File: config.mk
export PLATFORM = sky130hd
export DESIGN_NAME = cau_fmt
export DESIGN_NICKNAME = d
export VERILOG_FILES = /design/src/cau_pkg.sv /design/src/cau_fmt.sv
export SDC_FILE = /design/constraint.sdc
export NUM_CORES = 1
export LEC_CHECK = 0
export BUFFER_PORTS_ARGS = -buffer_cell sky130_fd_sc_hd__clkbuf_2
export CAP_MARGIN = 5
export CORE_UTILIZATION = 45
export DETAILED_ROUTE_END_ITERATION = 8
export PLACE_DENSITY = 0.74
export SETUP_SLACK_MARGIN = 0.3
export SLEW_MARGIN = 20
export SYNTH_ARGS = -nofsm -noshare
export SYNTH_HDL_FRONTEND = slang
export SYNTH_SLANG_ARGS = --single-unit
File: constraint.sdc
create_clock -name vclk -period 16.3
set_input_delay 3.26 -clock vclk [all_inputs]
set_output_delay 3.26 -clock vclk [all_outputs]
set_load 0.02 [all_outputs]
File: src/cau_pkg.sv
// Package for the complex arithmetic unit: operation codes, widths and
// pipeline payload types. No dependencies.
package cau_pkg;

  localparam int FracBitsDefault = 16;
  localparam int DataW = 32;
  localparam int ProdW = 64;
  localparam int SumW = 65;

  typedef enum logic [2:0] {
    OP_ADD = 3'd0,
    OP_SUB = 3'd1,
    OP_MUL = 3'd2,
    OP_DIV = 3'd3,
    OP_CMP = 3'd4
  } op_t;

  typedef struct packed {
    logic [2:0] action;
    logic       eq;
    logic       dz;
  } ctl_t;

endpackage

File: src/cau_fmt.sv
// Format stage: shift, saturate and merge the per-operation results for one
// item. Depends on cau_pkg.
module cau_fmt
  import cau_pkg::*;
#(
  parameter int FRAC_BITS = FracBitsDefault
) (
  input  ctl_t                    ctl,
  input  logic signed [SumW-1:0]  sum_re,
  input  logic signed [SumW-1:0]  sum_im,
  input  logic signed [DataW-1:0] div_re,
  input  logic signed [DataW-1:0] div_im,
  input  logic                    div_sat,
  output logic [DataW-1:0]        res_re,
  output logic [DataW-1:0]        res_im,
  output logic                    sat
);

  function automatic logic [DataW:0] clamp(input logic signed [SumW-1:0] v);
    logic signed [SumW-1:0] hi, lo;
    hi = SumW'(33'sh07FFFFFFF);
    lo = -SumW'(33'sh080000000);
    if (v > hi) clamp = {1'b1, 32'h7FFFFFFF};
    else if (v < lo) clamp = {1'b1, 32'h80000000};
    else clamp = {1'b0, v[DataW-1:0]};
  endfunction

  logic signed [SumW-1:0] tr, ti;
  logic [DataW:0] cr, ci;

  always_comb begin
    tr = sum_re;
    ti = sum_im;
    if (ctl.action == OP_MUL) begin
      // Truncate toward zero: shift the magnitude.
      tr = sum_re[SumW-1] ? -((-sum_re) >>> FRAC_BITS) : sum_re >>> FRAC_BITS;
      ti = sum_im[SumW-1] ? -((-sum_im) >>> FRAC_BITS) : sum_im >>> FRAC_BITS;
    end
    cr = clamp(tr);
    ci = clamp(ti);
    res_re = '0;
    res_im = '0;
    sat = 1'b0;
    case (ctl.action)
      OP_ADD, OP_SUB, OP_MUL: begin
        res_re = cr[DataW-1:0];
        res_im = ci[DataW-1:0];
        sat = cr[DataW] | ci[DataW];
      end
      OP_DIV: begin
        res_re = div_re;
        res_im = div_im;
        sat = div_sat;
      end
      default: ;
    endcase
  end

endmodule

Word level (Yosys, flattened, before mapping)
Index checks and enable logic that the tools add are counted.
- flip-flop bits (word level): 0
- input port bits: 200
- output and inout port bits: 65
- logic and storage cells: 25
- add/sub/neg operators: 4
- magnitude comparators: 4
- equal/unequal tests: 3
- mux-type cells: 11
- bitwise operators: 1
- reduce and logical (&&, ||, !) cells: 2
- operators by type and width (cell ; count):
    65-bit two-way mux ; 4
    33-bit two-way mux ; 4
    65-bit by 32-bit > comparator with 1-bit output, second input constant ; 2
    65-bit by 32-bit < comparator with 1-bit output, second input constant ; 2
    49-bit negator with 65-bit output ; 2
    65-bit negator ; 2
    32-bit one-hot mux with 2 select lines ; 2
    3-bit by 2-bit equality test with 1-bit output, second input constant ; 2
    3-bit by 1-bit equality test with 1-bit output, second input constant ; 1
    3-bit zero test ; 1
    3-bit OR reduction ; 1
    1-bit one-hot mux with 2 select lines ; 1
    1-bit bitwise OR ; 1

Logic depth before layout (Yosys ltp)
Gate-level depths: netlist of run 1.
- word-level depth: 9
- depth in mapped cells: 22

Worst setup path before layout of run 1
OpenSTA, ideal clock, no wires.
- path type: input-to-output
- start: input sum_im[11]
- end: output res_im[16]
- arrival time: 8672 ps
- data required time: 13040 ps
- setup slack: 4368 ps
- cell stages on the path: 20
- buffers on the path: 3
- cells stage by stage: or4_1 -> nor4_2 -> nand2_1 -> nand2_1 -> ha_1 -> clkbuf_1 -> nand2_1 -> a211oi_1 -> o22ai_1 -> a2111o_1 -> or2_1 -> buf_2 -> nor4b_2 -> a211oi_1 -> or3_1 -> or4b_4 -> o31ai_4 -> nand2_2 -> buf_6 -> o211ai_1
- word-level cells in the longest chain between the ends: 8
- RTL lines (item ; line ; source):
    start: declaration ; cau_fmt.sv:10 ; input logic signed [SumW-1:0] sum_im,
    65-bit negator ; cau_fmt.sv:37 ; ti = sum_im[SumW-1] ? -((-sum_im) >>> FRAC_BITS) : sum_im >>> FRAC_BITS;
    49-bit negator with 65-bit output ; cau_fmt.sv:37 ;
    65-bit two-way mux ; cau_fmt.sv:37 ;
    65-bit two-way mux (*) ; cau_fmt.sv:34 ; if (ctl.action == OP_MUL) begin
    65-bit by 32-bit < comparator with 1-bit output ; cau_fmt.sv:24 ; else if (v < lo) clamp = {1'b1, 32'h80000000};
    33-bit two-way mux ; cau_fmt.sv:24 ;
    33-bit two-way mux (*) ; cau_fmt.sv:23 ; if (v > hi) clamp = {1'b1, 32'h7FFFFFFF};
    32-bit one-hot mux with 2 select lines (*) ; cau_fmt.sv:44 ; case (ctl.action)
    end: declaration ; cau_fmt.sv:15 ; output logic [DataW-1:0] res_im,
Every way passes the cells marked *; elsewhere a longest branch is shown, timed or not.

Worst setup path in the final report of run 1
Ends and elaborated chain as after synthesis.

==> tab_implementation.tex, run 1 <==
\begin{tabular}{lr}
\hline
Metric & Value \\
\hline
\multicolumn{2}{l}{\textbf{Die}} \\
Die outline height & between 100 and 150 um \\
Starting density of the core & 0.466 \\
Chip width & 128 um \\
Full die area & 16,500 um\^{}2 \\
Core footprint & 15,400 um\^{}2 \\
Number of cell rows & 45 \\
Boundary Pins & 265 \\
\multicolumn{2}{l}{\textbf{Global routing}} \\
Via count of the first global-routing pass & 8,502 \\
Antenna violations before repair & 0 \\
Global-route congestion overflow total & 0 \\
Global router's overall resource usage & 0.344 \\
First-pass GRT wire length & 46,000 um \\
Pin count of the biggest net entering global routing & 92 \\
\multicolumn{2}{l}{\textbf{Layout}} \\
Flip-flop and latch count & 0 \\
Area taken by flip-flops and latches & 0 um\^{}2 \\
Layout Area Growth over Synthesis & 17.6\% \\
Total number of nets in the final design & roughly 1.6k \\
Clock buffer count & 0 \\
Most common cell after layout, fill and taps aside & sky130\_fd\_sc\_hd\_\_clkbuf\_2 \\
Fraction of layout cells with a size suffix above 1 & 0.243 \\
ANT cells & 0 \\
Commonest non-fill, non-tap cells in the layout & sky130\_fd\_sc\_hd\_\_clkbuf\_2, sky130\_fd\_sc\_hd\_\_nand2\_1, sky130\_fd\_sc\_hd\_\_o21ai\_0 \\
\multicolumn{2}{l}{\textbf{Routing}} \\
Via Count & about 10k \\
Final routed DRC violation total & 0 \\
Drt via density & 6.50 \\
TritonRoute pass-1 iters & 6 \\
Routed WL per cell & approximately 19 um \\
Number of design-rule violations left by the first detailed-router iteration & between 1k and 1.5k \\
ANT nets after route & 0 \\
Final Routed Wirelength & 30,200 um \\
\multicolumn{2}{l}{\textbf{Power}} \\
Leak Pwr & around 3.3 nW \\
Power per cell area & about 21 nW/um\^{}2 \\
Final Power & between 150 and 200 uW \\
Peak supply drop & 0.0199 mV \\
\multicolumn{2}{l}{\textbf{Synthesis}} \\
Sequential area share after synthesis & 0 \\
Synthesized area per cell & just over 6 um\^{}2 \\
Unique cell type count in the Yosys netlist & slightly above 90 \\
Largest cells by area after synthesis & sky130\_fd\_sc\_hd\_\_nand2\_1, sky130\_fd\_sc\_hd\_\_o21ai\_0, sky130\_fd\_sc\_hd\_\_xor2\_1 \\
Net count of the mapped netlist & 1,373 \\
Instance count of the mapped netlist & 1,171 \\
Number of synthesis warnings & 0 \\
Post-synthesis instance area & 7190 um\^{}2 \\
Cell type with the highest aggregate area in the netlist & sky130\_fd\_sc\_hd\_\_nand2\_1 \\
Post-synth top area share & 0.0939 \\
\multicolumn{2}{l}{\textbf{STA}} \\
Period utilisation layout & 0.805 \\
Tmin final & 13.12 ns \\
Final hold viol count & 0 \\
Worst Hold Slack & just under 7 ns \\
Final-report max-slew violation count & 0 \\
Worst Setup Slack, final & between 3 and 4 ns \\
Number of setup violations in the final report & 0 \\
Actual transition at the worst max-transition pin & $\sim$1.0 ns \\
Max Freq & 0.0762 GHz \\
RSZ-0062 raised after global routing & false \\
Fin Setup TNS & 0 ns \\
Headroom to the max-slew limit & 0.300 \\
\multicolumn{2}{l}{\textbf{Worst setup path}} \\
CP Launch Point & sum\_im[11] \\
WS Path Type & in -> out \\
Highest cell delay on the worst timing path & 0.69 ns \\
Critical Path, Cell by Cell & clkbuf\_2, or4\_1, nor4\_2, nand2\_1, nand2\_1, ha\_1, nand2\_1, a211oi\_1, o22ai\_1, a2111o\_1, or2\_1, nor4b\_2, a211oi\_1, or3\_1, or4b\_4, o31ai\_4, buf\_4, nand2\_2, o211ai\_1, clkbuf\_2 \\
Required time of the critical path & around 13 ns \\
Most used cell along the critical path & sky130\_fd\_sc\_hd\_\_nand2\_1 \\
Depth of the critical timing path with buffers and inverters included & 20 \\
Maximum fanout encountered on the critical timing path & 17 \\
Capture point of the worst path & res\_im[16] \\
Slowest CP cell & sky130\_fd\_sc\_hd\_\_nor4\_2 \\
Arrival time of the worst setup path & 9.86 ns \\
CP top delay family & simple AND/OR/NAND/NOR gates \\
Critical Path Start Type & primary input \\
Number of buffers and inverters on the critical path & 3 \\
Crit. End Element & output port \\
\multicolumn{2}{l}{\textbf{Worst hold path}} \\
Classification of the worst-slack hold path & in -> out \\
\multicolumn{2}{l}{\textbf{Clock network}} \\
Number of buffers inserted by post-CTS setup repair & 0 \\
Count of hold buffers inserted by post-cts repair & 0 \\
Gates resized, CTS repair & 0 \\
\multicolumn{2}{l}{\textbf{Placed design}} \\
GPL Wtd Cong & 1.00 \\
Post-placement setup slack & 3.33 ns \\
HPWL Detailed & approximately 24,000 um \\
Port buffer count & 263 \\
\multicolumn{2}{l}{\textbf{Flow run}} \\
Max Cap Viol & 0 \\
\multicolumn{2}{l}{\textbf{Outcome}} \\
Status & finished, final reports clean \\
\hline
\end{tabular}
[layer usage]
| metal | up-vias | track usage | wire (um) |
|---|---|---|---|
| met5 | - | 0 | 0 |
| met4 | 0 | 0.0990 | 866 |
| met3 | 71 | 0.0295 | 3050 |
| met2 | 655 | 0.555 | 13400 |
| met1 | 4568 | 0.486 | 12900 |
| li1 | 4876 | - | - |
[report_power, final]
group          switching, mW  leakage [nW]  internal [mW]
Clock                      0             0              0
Combinational          0.117          3.30         0.0645
Sequential                 0             0              0
[Yosys cell counts (all sizes together), types with 32 or more instances]
cell type and n:
nand4 40, xor2 46, nor3 43, nor2 75, a221o 33, nand2 182
a21oi 74, xnor2 40, nand3 53, o21ai 101, nor4 38, and3 32
clkbuf 67
[kinds of logic (layout without fill, tap and decap cells)]
kind of cell,Yosys count,after routing,share of synthesized area
and+or+nand+nor,610,610,0.462
AOI/OAI and AO/OA,343,343,0.331
buffers and inverters,106,289,0.0651
xor gates and xnor gates,86,86,0.105
muxes,24,24,0.0343
adders and majority gates,2,2,0.00348
[worst min path at each step]
stage            endpoint       start  slack, ns  depth (start not counted)
3_3_place_gp   res_im[28]  div_im[28]       6.83                          4
3_5_place_dp   res_im[27]  div_im[27]       6.83                          4
5_1_grt        res_im[21]  div_im[21]       6.85                          4
6_report       res_im[27]  div_im[27]       6.84                          4
2_1_floorplan  res_im[31]      ctl[4]       6.60                          1
4_1_cts        res_im[27]  div_im[27]       6.84                          4
[area by class of cell]
type	count	area, um^2
fill	1624	6970
multi-input combinational	1065	6740
timing repair buffer	273	1390
tap	211	264
inverter	16	60.1
[stage by stage]
step	std cells	area (um^2)	utilization
after floorplan	1171	7190	-
after global placement	1565	8460	0.548
after detailed placement	1565	8460	0.548
after CTS	1565	8460	0.548
after global routing	1565	8460	0.548
final	1565	8460	0.548
Note: power is estimated with default switching activity, not from simulation.
==> run 2: changes to the inputs <==
==> constraint.sdc (replaced) <==
create_clock -name vclk -period 12.95
set_input_delay 2.59 -clock vclk [all_inputs]
set_output_delay 2.59 -clock vclk [all_outputs]
set_load 0.02 [all_outputs]
==> run 2 against run 1 <==
Design area up 0.18%. Setup slack worse by 2.0 ns. Sequential cell count is the same. Hold slack got worse by 1.3 ns. Power increased by 26%. Clock-buffer cell count unchanged. Sequential share of layout area unchanged. Non-clock buffer count is 2 higher. Via count about the same. Routed wire length increased by 0.61%.
==> tab_implementation.tex, run 2 (synthesis gave the netlist of run 1 again) <==
\begin{tabular}{lr}
\hline
Metric & Value \\
\hline
\multicolumn{2}{l}{\textbf{Outcome}} \\
Status & finished, final reports clean \\
\multicolumn{2}{l}{\textbf{STA}} \\
Number of setup violations in the final report & 0 (unchanged) \\
RSZ-0062 raised after global routing & false \\
Final-report max-slew violation count & 0 (unchanged) \\
Fin Setup TNS & 0 ns (unchanged) \\
Actual transition at the worst max-transition pin & 0.978 ns (-0.0702 ns) \\
Tmin final & 11.82 ns \\
Final hold viol count & 0 (unchanged) \\
Period utilisation layout & 0.913 \\
Max Freq & 0.0846 GHz \\
Headroom to the max-slew limit & 0.347 (+0.0469) \\
Worst Hold Slack & 5.50 ns (-1.34 ns) \\
\multicolumn{2}{l}{\textbf{Worst setup path}} \\
Most used cell along the critical path & sky130\_fd\_sc\_hd\_\_nand2\_1 \\
CP top delay family & simple AND/OR/NAND/NOR gates \\
Critical Path Start Type & primary input \\
Required time of the critical path & 10.36 ns (-2.68 ns) \\
WS Path Type & in -> out \\
Number of buffers and inverters on the critical path & 2 (-1) \\
Arrival time of the worst setup path & 9.23 ns (-0.63 ns) \\
Highest cell delay on the worst timing path & 0.74 ns (+0.05 ns) \\
CP Launch Point & sum\_im[11] \\
Critical Path, Cell by Cell & clkbuf\_2, or4\_1, nor4\_2, nand2\_1, nand2\_1, ha\_1, nand2\_1, a211oi\_1, o22ai\_1, a2111o\_1, or2\_1, nor4b\_2, a211oi\_1, or3\_1, or4b\_4, o31ai\_4, nand2\_2, o211ai\_1, clkbuf\_2 \\
Maximum fanout encountered on the critical timing path & 15 (-2) \\
Slowest CP cell & sky130\_fd\_sc\_hd\_\_nor4\_2 \\
Crit. End Element & output port \\
\multicolumn{2}{l}{\textbf{Power}} \\
Leak Pwr & 3.31 nW (+0.27\%) \\
Power per cell area & 27.0 nW/um\^{}2 (+26\%) \\
Final Power & 229 uW (+26\%) \\
Peak supply drop & 0.0204 mV (+2.2\%) \\
\multicolumn{2}{l}{\textbf{Layout}} \\
Layout Area Growth over Synthesis & 17.8\% \\
Most common cell after layout, fill and taps aside & sky130\_fd\_sc\_hd\_\_clkbuf\_2 \\
Commonest non-fill, non-tap cells in the layout & sky130\_fd\_sc\_hd\_\_clkbuf\_2, sky130\_fd\_sc\_hd\_\_nand2\_1, sky130\_fd\_sc\_hd\_\_o21ai\_0 \\
Flip-flop and latch count & 0 (unchanged) \\
Area taken by flip-flops and latches & 0 um\^{}2 (unchanged) \\
Total number of nets in the final design & 1,560 (+0.13\%) \\
\# fillers & 1,714 (+5.5\%) \\
ANT cells & 0 (unchanged) \\
Clock buffer count & 0 (unchanged) \\
Fraction of layout cells with a size suffix above 1 & 0.244 (+0.00112) \\
Layout Cells excl Fill & 1,567 (+0.13\%) \\
\multicolumn{2}{l}{\textbf{Placed design}} \\
HPWL Detailed & 24,100 um (+1.4\%) \\
GPL Wtd Cong & 0.993 (-0.81\%) \\
Port buffer count & 263 (unchanged) \\
DP Cell Count & 1,567 (+0.13\%) \\
\multicolumn{2}{l}{\textbf{Die}} \\
Starting density of the core & 0.466 (unchanged) \\
Die outline height & 128 um (unchanged) \\
Core footprint & 15,400 um\^{}2 (unchanged) \\
Full die area & 16,500 um\^{}2 (unchanged) \\
Number of cell rows & 45 (unchanged) \\
Boundary Pins & 265 (unchanged) \\
Chip width & 128 um (unchanged) \\
\multicolumn{2}{l}{\textbf{Routing}} \\
Number of design-rule violations left by the first detailed-router iteration & 1,051 (-2.8\%) \\
TritonRoute pass-1 iters & 6 (unchanged) \\
Drt via density & 6.49 (-0.20\%) \\
Final routed DRC violation total & 0 (unchanged) \\
ANT nets after route & 0 (unchanged) \\
Routed WL per cell & 19.4 um (+0.48\%) \\
Final Routed Wirelength & 30,400 um (+0.61\%) \\
Via Count & 10.2k (-0.069\%) \\
\multicolumn{2}{l}{\textbf{Clock network}} \\
Gates resized, CTS repair & 0 (unchanged) \\
Number of buffers inserted by post-CTS setup repair & 0 (unchanged) \\
Count of hold buffers inserted by post-cts repair & 0 (unchanged) \\
\multicolumn{2}{l}{\textbf{Global routing}} \\
Via count of the first global-routing pass & 8,562 (+0.71\%) \\
Antenna violations before repair & 0 (unchanged) \\
Global router's overall resource usage & 0.350 (+0.00582) \\
First-pass GRT wire length & 46,700 um (+1.6\%) \\
Global-route congestion overflow total & 0 (unchanged) \\
Pin count of the biggest net entering global routing & 93 (+1.1\%) \\
\multicolumn{2}{l}{\textbf{Flow run}} \\
Max Cap Viol & 0 (unchanged) \\
\multicolumn{2}{l}{\textbf{Worst hold path}} \\
Classification of the worst-slack hold path & in -> out \\
Hold Path Origin & div\_im[29] \\
\hline
\end{tabular}
[run 2: cell count changes in the layout (fill, tap and decap cells not counted)]
cell                    change
sky130_fd_sc_hd__buf_4      +2
[run 2: metal layers]
layer,vias up,wire length (um),track usage
met5,-,0,0
met4,0,801,0.0720
met3,60,2600,0.0150
met2,604,13700,0.590
met1,4627,13300,0.493
li1,4872,-,-
[run 2: report_power, final]
group	internal (mW)	switching (mW)
clock network	0	0
registers	0	0
logic	0.0814	0.148
total	0.0814	0.148
[run 2: layout make-up]
class                           count  area (um^2)  area share
Inverter                           16         60.1     0.00709
Timing Repair Buffer              275         1410       0.166
Multi-Input combinational cell   1065         6740       0.796
Tap cell                          211          264      0.0312
[run 2: metrics by stage]
step | setup WS, ns | area [um^2] | utilization
after global routing | 0.808 | 8470 | 0.549
final | 1.13 | 8470 | 0.549
after CTS | 1.33 | 8470 | 0.549
after global placement | 1.35 | 8470 | 0.549
after floorplan | 2.36 | 7190 | -
after detailed placement | 1.34 | 8470 | 0.549
[run 2: worst min-delay path, stage by stage]
cell	delay, ns
sky130_fd_sc_hd__clkbuf_2	0.08
sky130_fd_sc_hd__nand2_1	0.04
sky130_fd_sc_hd__o21ai_1	0.05
sky130_fd_sc_hd__clkbuf_2	0.15
[run 2: final timing paths]
path,to,slack [ns],depth (start not counted)
worst min-delay path,res_im[29],5.50,4
worst max-delay path,res_im[5],1.13,19
